`config.mk`:
```
export PLATFORM = sky130hd
export DESIGN_NAME = bmks_queue
export DESIGN_NICKNAME = d
export VERILOG_FILES = /design/src/rtl/bmks_queue.sv
export SDC_FILE = /design/constraint.sdc
export NUM_CORES = 1
export LEC_CHECK = 0
export ABC_AREA = 0
export BUFFER_PORTS_ARGS = -buffer_cell sky130_fd_sc_hd__buf_2
export CAP_MARGIN = 20
export CORE_ASPECT_RATIO = 1.5
export CORE_UTILIZATION = 53
export CTS_BUF_LIST = sky130_fd_sc_hd__clkbuf_8
export DETAILED_ROUTE_END_ITERATION = 6
export GPL_ROUTABILITY_DRIVEN = 1
export PLACE_DENSITY_LB_ADDON = 0.3
export SLEW_MARGIN = 20
export SYNTH_ARGS = -nofsm -noshare
export SYNTH_HDL_FRONTEND = slang
export SYNTH_SLANG_ARGS = --single-unit
```
`constraint.sdc`:
```
create_clock -name clk -period 2.1 [get_ports clk]
set_clock_uncertainty 0.05 [all_clocks]
set_input_delay 0.105 -clock clk [delete_from_list [all_inputs] [get_ports clk]]
set_output_delay 0.105 -clock clk [all_outputs]
set_load 0.05 [all_outputs]
```
`src/rtl/bmks_queue.sv`:
```
// Small register-based FIFO used between the scan stages and at the output.
// Depends on nothing; width and depth come from parameters.
module bmks_queue #(
    parameter int WIDTH = 8,
    parameter int DEPTH = 4
) (
    input  logic             clk,
    input  logic             rst_n,
    input  logic             push,
    input  logic [WIDTH-1:0] wdata,
    output logic             full,
    input  logic             pop,
    output logic [WIDTH-1:0] rdata,
    output logic             empty
);

    localparam int PTR_W = (DEPTH > 1) ? $clog2(DEPTH) : 1;
    localparam int CNT_W = $clog2(DEPTH + 1);

    logic [WIDTH-1:0] mem_reg [DEPTH];
    logic [PTR_W-1:0] wr_ptr_reg;
    logic [PTR_W-1:0] wr_ptr_next;
    logic [PTR_W-1:0] rd_ptr_reg;
    logic [PTR_W-1:0] rd_ptr_next;
    logic [CNT_W-1:0] count_reg;
    logic [CNT_W-1:0] count_next;
    logic             do_push;
    logic             do_pop;

    assign full    = (count_reg == CNT_W'(DEPTH));
    assign empty   = (count_reg == '0);
    assign do_push = push && !full;
    assign do_pop  = pop && !empty;
    assign rdata   = mem_reg[rd_ptr_reg];

    // Pointer and occupancy update
    always_comb
    begin
        wr_ptr_next = wr_ptr_reg;
        rd_ptr_next = rd_ptr_reg;
        count_next  = count_reg;
        if (do_push)
        begin
            wr_ptr_next = (wr_ptr_reg == PTR_W'(DEPTH - 1)) ? '0 : wr_ptr_reg + 1'b1;
        end
        if (do_pop)
        begin
            rd_ptr_next = (rd_ptr_reg == PTR_W'(DEPTH - 1)) ? '0 : rd_ptr_reg + 1'b1;
        end
        case ({do_push, do_pop})
            2'b10:   count_next = count_reg + 1'b1;
            2'b01:   count_next = count_reg - 1'b1;
            default: count_next = count_reg;
        endcase
    end

    always_ff @(posedge clk or negedge rst_n)
    begin
        if (!rst_n)
        begin
            wr_ptr_reg <= '0;
            rd_ptr_reg <= '0;
            count_reg  <= '0;
        end
        else
        begin
            wr_ptr_reg <= wr_ptr_next;
            rd_ptr_reg <= rd_ptr_next;
            count_reg  <= count_next;
        end
    end

    // Storage, no reset needed
    always_ff @(posedge clk)
    begin
        if (do_push)
        begin
            mem_reg[wr_ptr_reg] <= wdata;
        end
    end

    // Occupancy never exceeds the depth
    a_count_bound: assert property (@(posedge clk) disable iff (!rst_n)
        count_reg <= CNT_W'(DEPTH))
        else $error("queue occupancy above depth");

    // Writers in this block only push when there is room
    a_no_overflow: assert property (@(posedge clk) disable iff (!rst_n)
        push |-> !full)
        else $error("request pushed into full queue");

endmodule

```
==> results of run 1 <==
==> logic make-up after synthesis <==
family | after synthesis | share of synthesized area, %
mux | 13 | 15.06
buf+inv | 10 | 2.406
fa+ha+maj | 7 | 5.901
xor+xnor | 3 | 1.631
flops | 39 | 70.50
simple gates | 11 | 4.503
==> worst min-delay path, cell delays in order <==
cell,delay (ns)
sky130_fd_sc_hd__buf_2,0.11
sky130_fd_sc_hd__nand2b_4,0.07
sky130_fd_sc_hd__mux2_2,0.14
==> worst max path at each step <==
stage,startpoint,endpoint,slack [ns],cells after the start
global placement,count_reg[1],count_reg[2],0.05,9
detailed placement,count_reg[1],count_reg[2],-0.009,9
finish,count_reg[0],count_reg[2],-0.004,9
global route,count_reg[0],count_reg[2],-0.08,9
CTS,count_reg[1],count_reg[2],0.007,9
floorplan,count_reg[2],count_reg[2],0.01,9
==> per-stage QoR <==
step,setup TNS (ns),util [%]
after floorplan,0,-
after global placement,0,61.90
after detailed placement,-0.009239,61.90
after CTS,0,69.80
after global routing,-0.08028,71.05
final,-0.003794,71.05
==> where the power goes <==
group / switching, mW / internal (mW) / leakage, nW
clock network: 0.241 / 0.470 / 0.0695
registers: 0.152 / 1.05 / 0.374
logic: 0.775 / 0.558 / 0.388
==> per-layer routing <==
metal | wire length, um | track usage, %
met5 | 0 | 0
met2 | 1337 | 28.70
met4 | 42 | 8.571
met3 | 94 | 6.250
met1 | 925 | 20.38
==> final cells by class <==
class | count | share of cell area [%]
multi-input combinational | 34 | 22.73
inverter | 8 | 1.572
clock buffer | 5 | 3.325
clock inverter | 3 | 3.083
timing repair buffer | 37 | 11.97
tap | 39 | 2.358
sequential | 39 | 54.96
==> layout by cell type, fill, tap and decap left out, drive strengths merged, types with 2 or more instances in the layout <==
master       instances
mux4                 8
mux2                 4
ha                   6
buf                 28
xor2                 2
dlygate4sd3          9
inv                  9
edfxtp              32
bufinv               2
dfrtp                7
clkbuf               5
nor2                 3
and3                 4
==> what timing repair did <==
action	4_1_cts	5_1_grt
hold endpoints to repair	39	0
buffers inserted	1	2
setup endpoints to repair	1	4
gates resized for setup	0	6
hold buffers	9	0
pin swaps	2	6
==> run summary, run 1 <==
The destination of the worst register-to-register timing path is count_reg[2]. The path class of the tightest hold or removal check is in2reg. Yosys instantiated no cell more often than sky130_fd_sc_hd__edfxtp_1.

The floorplan has 24 rows. The leakage power came out at about 0.83 nW. The number of unique standard cell types used by synthesis came out at 19. The worst hold path passes through 3 cells. The count of boundary I/O pins came out at 22. The gate count of the mapped netlist is 83. The area of the multi-input gates came out at approximately 470 um^2.

The instance area after placement is approximately 1800 um^2. The hold violation total from the final report is 0. The die width came out at 47.03 um. Setup violations remaining at the end of the flow were counted as 1. The worst slew slack as a fraction of its limit is just over 70%. The number of violations of the max-capacitance limit is 0. The core area is about 2900 um^2. The growth of design area from synthesis to finish came out at 28.42%. The first routing iteration left 14 violations. The floorplan die height is 69.54 um. The post-CTS clock slew at the launch and capture registers of the worst setup and hold paths came out at 0.07 ns.

Setup repair after global routing could not meet its margin everywhere. The total of flip-flops plus latches after synthesis is 39. The tree is rooted in a sky130_fd_sc_hd__clkbuf_8. The final instance count without filler cells came out at 165. The Yosys step of the flow raised 0 warnings. The post-placement worst setup slack is -0.009239 ns. The fill cell total of the finished layout is 206. Sequential cells were found to cover 70.50% of the synthesized design area. Sorting the synthesized cells by area gives the leading types as sky130_fd_sc_hd__edfxtp_1, sky130_fd_sc_hd__mux4_2, sky130_fd_sc_hd__dfrtp_1.

After synthesis, the most frequently instantiated cells are sky130_fd_sc_hd__edfxtp_1, sky130_fd_sc_hd__inv_1, sky130_fd_sc_hd__mux4_2. The antenna cell count came out at 0. The average wire per cell in the routed design came out at 14.54 um.

The routed via count is 830. The first-pass GRT wire length is 3905 um. The synthesized netlist occupies a cell area of 1612 um^2. Traced cell by cell, the critical path runs through or3b_4, and2_4, inv_4, ha_4, inv_2, fa_2, xor2_1, nor2_1, xor2_1. The last weighted congestion value of the routability-driven placer is 0.6811. The total area of sequential cells came out at about 1100 um^2. Buffers placed on the I/O ports in this run total 21.

Among all flip-flop cells after synthesis, the most frequent one is sky130_fd_sc_hd__edfxtp_1. Across all hold checks on the routed design, the worst slack comes to 0.1203 ns. The count of TritonRoute iterations in the first routing pass came out at 4. In this run the critical register-to-register path is launched from count_reg[0]. The setup path with the least slack is of type reg2reg. Static timing analysis puts the maximum clock frequency at 475.3 MHz. The number of vias per cell after detailed routing is 5.030.

The run finished, with violations left. The total nets after synthesis is 102. The final reports fail on negative setup slack. The worst path required time came out at roughly 2.3 ns. In this run the worst path has a maximum fanout of 2. The slowest stage of the critical path is the sky130_fd_sc_hd__or3b_4 cell. The maximum count of clock buffers along a single path came out at 2.

Entering global routing, the biggest net connects 13 pins. The die area is around 3300 um^2. The initial antenna violation count came out at 0.

The number of enable flip-flop cells after synthesis came out at 32. The transition time of the tightest slew-check pin is 0.4130 ns. The clock latency at the later pin of the worst-skew pair is 0.29 ns.

After detailed routing, the number of remaining DRC violations is 0. sky130_fd_sc_hd__edfxtp_1 takes more of the synthesized area than any other cell. The clock tree synthesis step divided the H-tree into 2 levels. The count of nets left with antenna violations after detail routing came out at 0. The effective utilization at floorplan came out at a little under three fifths. Measured in cells, the most critical reg-to-reg path has a length of 9. The overall power consumption is 3.245 mW. The share of synthesized flip-flops with an asynchronous set or reset came out at 17.95%. After routing the design area is 2069 um^2.

The register with the most flip-flops in the layout has 32 of them. Counting tap cells, the placed design contains a total of around 150 instances. The clock net in this run drives a total of 39 sinks. The max-slew violation total from the final report was 0. The layout cell share with drive strength beyond 1 is around 48%. The power density over the cells is 1568 nW/um^2. In this design, the largest share of critical-path delay is due to simple AND/OR/NAND/NOR gates. The final period demand of the worst path came out at approximately 2.1 ns. The maximum VDD drop is between 1 and 1.5 mV.

The overall fraction of global-route tracks in use came out at 17.90%. The remaining global-route overflow came out at 0. Of the post-synthesis cell area, the dominant cell type holds 59.63%. At the worst endpoint, the arrival time is ~2.3 ns. The critical path contains buffers and inverters numbering 2 combined.

The number of buffers inserted during clock tree synthesis came out at 5. STA classifies the critical path startpoint as a flip-flop. The layout net count is 144. The largest single stage delay on the critical path is 0.40 ns.

In this run the most critical hold path is launched from pop. The part of the cycle the worst path needs came out at 100.2%. After layout, the worst setup slack is -0.003794 ns. TritonCTS built the clock tree. Each instance of the synthesized netlist takes up on average 19.42 um^2. In this design, the critical path's most frequently occurring cell is sky130_fd_sc_hd__xor2_1. The detailed placement HPWL came out at 1613 um. The number of global-route vias before repair is 890. STA classifies the critical path endpoint as a flip-flop. The overall routed net length is 2399 um. The path with the worst hold slack has its endpoint at rd_ptr_reg[0]. The worst reg-to-reg setup slack came out at -0.004 ns.
Note: power is estimated with default switching activity, not from simulation.
==> run 2, diff against run 1 <==
Settings changed: ABC_AREA 0 to not set, REMOVE_ABC_BUFFERS set to 1, TNS_END_PERCENT set to 1.
==> run summary, run 2 (synthesized netlist as in run 1, its figures left out) <==
The layout cell share with drive strength beyond 1 is 46.83% (-0.79 points). The worst path required time is 2.27 ns (about the same). The top cell types in the final layout, fill and taps aside, are sky130_fd_sc_hd__edfxtp_1, sky130_fd_sc_hd__buf_2, sky130_fd_sc_hd__dlygate4sd3_1, sky130_fd_sc_hd__mux4_2. The depth of the CTS H-tree is 2 (unchanged).

The hold violation total from the final report came out at 0 (unchanged). The floorplan die height is 69.54 um (unchanged). The top achievable clock speed is 502.4 MHz (+5.7%). The count of boundary I/O pins is 22 (unchanged). STA classifies the critical path startpoint as a flip-flop. The antenna cell count was 0 (unchanged). The flow ran to the end, and the final reports show no timing, DRC or antenna violations. The last weighted congestion value of the routability-driven placer is 0.7004 (+2.8%). The count of nets left with antenna violations after detail routing is 0 (unchanged). The detailed placement HPWL is 1702 um (+5.5%).

The largest net degree at the start of global routing came to 13 (unchanged). The leakage power came out at 0.8198 nW (-1.5%). The post-CTS clock slew at the launch and capture registers of the worst setup and hold paths is 0.07 ns (about the same). Broken down by cell family, the worst path's largest delay share belongs to simple AND/OR/NAND/NOR gates. The die area is 3270 um^2 (unchanged). The buffer and inverter count on the worst path came to 2 (unchanged). The maximum count of clock buffers along a single path is 2 (unchanged). The final worst setup slack came out at 0.1097 ns (+0.1135 ns).

The final period demand of the worst path is 1.990 ns (-0.1135 ns). The clock sink total came to 39 (unchanged). The setup violation total in the final timing report came to 0 (-1).

The remaining global-route overflow came to 0 (unchanged). The post-placement worst setup slack is -0.01030 ns (-0.001061 ns). The number of buffers inserted during clock tree synthesis is 5 (unchanged). The number of flip-flops in the largest register is 32 (unchanged).

The overall power consumption came out at 3.121 mW (-3.8%). The number of rows created at floorplan came to 24 (unchanged). The signal on the critical path passes through or3b_4, and2_4, inv_2, ha_4, inv_2, fa_2, xor2_1, nor2_1, xor2_1. The average wire per cell in the routed design came to 15.25 um (+4.9%). The highest fanout seen on the critical path came out at 2 (unchanged).

The initial antenna violation count is 0 (unchanged). The count of TritonRoute iterations in the first routing pass is 4 (unchanged). The number of violations of the max-capacitance limit is 0 (unchanged). The maximum VDD drop is 1.065 mV (+5.6%). In this run the critical register-to-register path is launched from count_reg[0]. The first-pass GRT wire length is 4257 um (+9.0%). The min-delay analysis places its worst path in the category in2async. The overall fraction of global-route tracks in use came to 19.15% (+1.2 points). Setup repair after global routing left no endpoint under its margin.

The data arrival time of the worst path is 2.16 ns (-0.11 ns). The number of DRC violations after detailed-routing iteration 0 came to 14 (unchanged). The overall routed net length was 2516 um (+4.9%). The count of input and output buffers was 21 (unchanged). The root buffer selected by CTS is sky130_fd_sc_hd__clkbuf_8. The library cell used most frequently in the layout, excluding fill and tap cells, is sky130_fd_sc_hd__edfxtp_1.

The core area came out at 2913 um^2 (unchanged). The worst slew slack as a fraction of its limit is 61.61% (-11 points). The routed via count is 855 (+3.0%).

The clock latency at the later pin of the worst-skew pair came out at 0.29 ns (about the same). The number of global-route vias before repair came out at 969 (+8.9%). The most critical setup path has its startpoint at count_reg[0]. The power density over the cells came to 1529 nW/um^2 (-2.5%).

The max-slew violation total from the final report came out at 0 (unchanged). The total DRC errors in the routed layout is 0 (unchanged). The largest stage delay on the critical path is 0.40 ns (about the same). The critical path class is reg2reg.

The number of vias per cell after detailed routing came to 5.182 (+3.0%). The growth of design area from synthesis to finish came out at 26.63%. The part of the cycle the worst path needs is 94.77% (-5.4 points). TritonCTS built the clock tree. The layout net count came out at 144 (unchanged). On the critical path, the stage with the largest delay is an instance of sky130_fd_sc_hd__or3b_4.

The die width came out at 47.03 um (unchanged). The effective utilization at floorplan came out at 55.33% (unchanged). The transition time of the tightest slew-check pin is 0.5758 ns (+0.1628 ns). The critical path endpoint category is a flip-flop.
## run 2: where the power goes
part / switching, mW / total (mW) / internal [mW] / leakage [nW]
clock network: 0.245 / 0.593 / 0.347 / 0.0556
registers: 0.158 / 1.21 / 1.05 / 0.375
logic: 0.774 / 1.32 / 0.548 / 0.389
## run 2: repair_timing
action                                  in CTS  in global routing
buffers inserted                             1                  1
endpoints found under the setup margin       1                  2
hold buffers                                 9                  0
gates resized for setup                      3                  5
hold endpoints to repair                    39                  0
pin swaps                                    4                  1
## run 2: path summary, 6_finish.rpt
kind                            depth (start not counted)       endpoint  slack, ns
worst max-delay path                                    9   count_reg[2]       0.11
min in group clk                                        3  rd_ptr_reg[1]       0.14
max in group asynchronous                               2  wr_ptr_reg[0]       1.72
worst max register to register                          9   count_reg[2]       0.11
worst min register to register                          2   count_reg[2]       0.52
worst min-delay path                                    2  wr_ptr_reg[1]       0.13
## run 2: per-stage QoR
stage	area (um^2)	hold slack, ns	cells	utilization, %	setup TNS (ns)
after global placement	1794	-0.1082	146	61.60	0
final	2041	0.1264	165	70.06	0
after detailed placement	1794	-0.1056	146	61.60	-0.01030
after global routing	2041	0.1312	165	70.06	0
after floorplan	1603	-0.2406	81	-	-2.065
after CTS	2012	0.1244	164	69.07	0
## run 2: metal layers
| metal | vias to the layer above | routed length [um] | track usage [%] |
|---|---|---|---|
| met4 | 0 | 33 | 6.667 |
| met3 | 4 | 77 | 6.250 |
| li1 | 395 | - | - |
| met5 | - | 0 | 0 |
| met1 | 437 | 977 | 20.57 |
| met2 | 19 | 1428 | 33.18 |
## run 2: final cells by class
class / instances / area (um^2)
Clock inverter: 3 / 38.79
Timing Repair Buffer: 37 / 247.7
Inverter: 8 / 30.03
Multi-Input combinational cell: 34 / 470.5
Clock buffer: 5 / 68.82
Tap cell: 39 / 48.80
Sequential cell: 39 / 1136
Fill cell: 220 / 872.1
==> run 3, diff against run 2 <==
Settings changed: CTS_CLUSTER_SIZE set to 12, PLACE_DENSITY set to 0.77, PLACE_DENSITY_LB_ADDON 0.3 to not set.
==> run summary, run 3 (synthesized netlist as in run 1, its figures left out) <==
The clock sink total is 39 (unchanged). The number of DRC violations after detailed-routing iteration 0 is 19 (+5). The final cell utilization of the core came out at 68.99% (-1.1 points). The worst hold path belongs to the class in2async. The layout net count came out at 143 (-0.69%).

The most critical setup path has its startpoint at count_reg[1]. The effective utilization at floorplan is 55.33% (unchanged). The depth of the CTS H-tree is 2 (unchanged). The transition time of the tightest slew-check pin is 0.5536 ns (-0.02223 ns). In the layout the commonest cells are sky130_fd_sc_hd__edfxtp_1, sky130_fd_sc_hd__buf_2, sky130_fd_sc_hd__dlygate4sd3_1, sky130_fd_sc_hd__mux4_2. The remaining global-route overflow is 0 (unchanged). The leakage power is 0.8086 nW (-1.4%).

Setup repair after global routing could not meet its margin everywhere. The count of TritonRoute iterations in the first routing pass is 4 (unchanged). The clock latency at the later pin of the worst-skew pair came out at 0.28 ns (about the same). The hold violation total from the final report is 0 (unchanged).

The die area came out at 3270 um^2 (unchanged). The maximum VDD drop was 1.063 mV (-0.17%). The top achievable clock speed is 477.4 MHz (-5.0%). The count of boundary I/O pins came out at 22 (unchanged). The detailed placement HPWL is 1653 um (-2.9%). The number of rows created at floorplan is 24 (unchanged). The instance area after placement was 1787 um^2 (-0.42%). The final period demand of the worst path came out at 2.095 ns (+0.1046 ns). The CTS tree is done. The number of violations of the max-capacitance limit came out at 0 (unchanged).

The post-CTS clock slew at the launch and capture registers of the worst setup and hold paths came to 0.07 ns (about the same). The max-slew violation total from the final report came to 0 (unchanged). The root buffer selected by CTS is sky130_fd_sc_hd__clkbuf_8.

The overall fraction of global-route tracks in use came out at 17.35% (-1.8 points). The tightest hold margin is 0.1395 ns (+0.01315 ns). The routed via count came out at 824 (-3.6%). The overall power consumption came out at 2.981 mW (-4.5%). The count of input and output buffers was 21 (unchanged).

The part of the cycle the worst path needs is 99.75% (+5.0 points). The overall routed net length is 2383 um (-5.3%). The first-pass GRT wire length came out at 3760 um (-12%). The layout cell share with drive strength beyond 1 came out at 45.60% (-1.2 points). STA classifies the critical path startpoint as a flip-flop. The final cell area excluding filler cells is 2009 um^2 (-1.5%). The number of buffers inserted during clock tree synthesis came to 5 (unchanged). The number of vias per cell after detailed routing is 5.024 (-3.0%).

The run finished with clean final reports. The highest fanout seen on the critical path is 3 (+1). The most common cell after layout, fill and taps aside is sky130_fd_sc_hd__edfxtp_1. The setup violation total in the final timing report is 0 (unchanged). The core area is 2913 um^2 (unchanged). The number of flip-flops in the largest register came out at 32 (unchanged). The largest net degree at the start of global routing is 12 (-1). The initial antenna violation count came out at 0 (unchanged).

The data arrival time of the worst path came to 2.25 ns (+0.09 ns). The worst setup path is captured at a flip-flop. The growth of design area from synthesis to finish came out at 24.69%.

The number of global-route vias before repair came out at 856 (-12%). The die width is 47.03 um (unchanged). The worst path required time is 2.25 ns (-0.02 ns). The maximum count of clock buffers along a single path came out at 2 (unchanged). The count of nets left with antenna violations after detail routing came out at 0 (unchanged). The total DRC errors in the routed layout is 0 (unchanged). The last weighted congestion value of the routability-driven placer was 0.6406 (-8.5%). The start of the worst register-to-register path is count_reg[1]. The power density over the cells is 1484 nW/um^2 (-3.0%). The antenna cell count is 0 (unchanged).

The critical path class is reg2reg. The floorplan die height came out at 69.54 um (unchanged). The worst slew slack as a fraction of its limit came out at 63.09% (+1.5 points).

The average wire per cell in the routed design is 14.53 um (-4.7%).
[run 3: cell count changes in the layout (fill, tap and decap cells not counted), sizes merged]
cell and change:
clkbuf +2, bufinv -1, buf -1, inv +1, clkinv -2
[run 3: layout make-up]
| class | instances | area, um^2 |
|---|---|---|
| Fill cell | 211 | 903.4 |
| Inverter | 8 | 30.03 |
| Timing Repair Buffer | 36 | 240.2 |
| Tap cell | 39 | 48.80 |
| Clock inverter | 1 | 3.754 |
| Sequential cell | 39 | 1136 |
| Multi-Input combinational cell | 34 | 454.2 |
| Clock buffer | 7 | 96.34 |
[run 3: metrics by stage]
| step | instances | TNS [ns] | setup WS, ns |
|---|---|---|---|
| finish | 164 | 0 | 0.005192 |
| global route | 164 | -0.09789 | -0.09789 |
| floorplan | 81 | -2.065 | -0.6636 |
| global placement | 145 | 0 | 0.03803 |
| CTS | 163 | 0 | 0.006431 |
| detailed placement | 145 | -0.04935 | -0.04935 |
[run 3: worst paths after layout]
check / endpoint / slack [ns] / cells past startpoint
setup / recovery: count_reg[2] / 0.005 / 9
hold / removal: rd_ptr_reg[0] / 0.14 / 2
setup reg to reg: count_reg[2] / 0.005 / 9
hold reg to reg: count_reg[2] / 0.50 / 2
max in group asynchronous: rd_ptr_reg[1] / 1.70 / 2
min in group clk: rd_ptr_reg[0] / 0.15 / 3
[run 3: what timing repair did]
action | 4_1_cts | 5_1_grt
setup buffers | 1 | 1
gates cloned | 0 | 0
pin swaps | 3 | 6
hold buffers | 9 | 0
resized for setup | 2 | 4
endpoints found under the setup margin | 1 | 2
endpoints found under the hold margin | 39 | 0
[run 3: report_power, final]
part	total (mW)	switching [mW]	internal (mW)
clock	0.519	0.225	0.294
combinational	1.26	0.746	0.519
sequential	1.20	0.150	1.05
[run 3: per-layer routing]
| metal | vias up | GRT usage [%] | wire length, um |
|---|---|---|---|
| met4 | 0 | 8.571 | 38 |
| met3 | 4 | 4.167 | 110 |
| met2 | 24 | 29.17 | 1337 |
| met1 | 404 | 19.35 | 896 |
| met5 | - | 0 | 0 |
| li1 | 392 | - | - |
[run 3: critical path, cell delays in order (launching register included)]
cell	delay, ns
sky130_fd_sc_hd__dfrtp_1	0.40
sky130_fd_sc_hd__or3b_4	0.40
sky130_fd_sc_hd__and2_4	0.15
sky130_fd_sc_hd__inv_2	0.06
sky130_fd_sc_hd__ha_4	0.13
sky130_fd_sc_hd__inv_2	0.04
sky130_fd_sc_hd__fa_2	0.37
sky130_fd_sc_hd__xor2_1	0.16
sky130_fd_sc_hd__nor2_1	0.10
sky130_fd_sc_hd__xor2_1	0.15
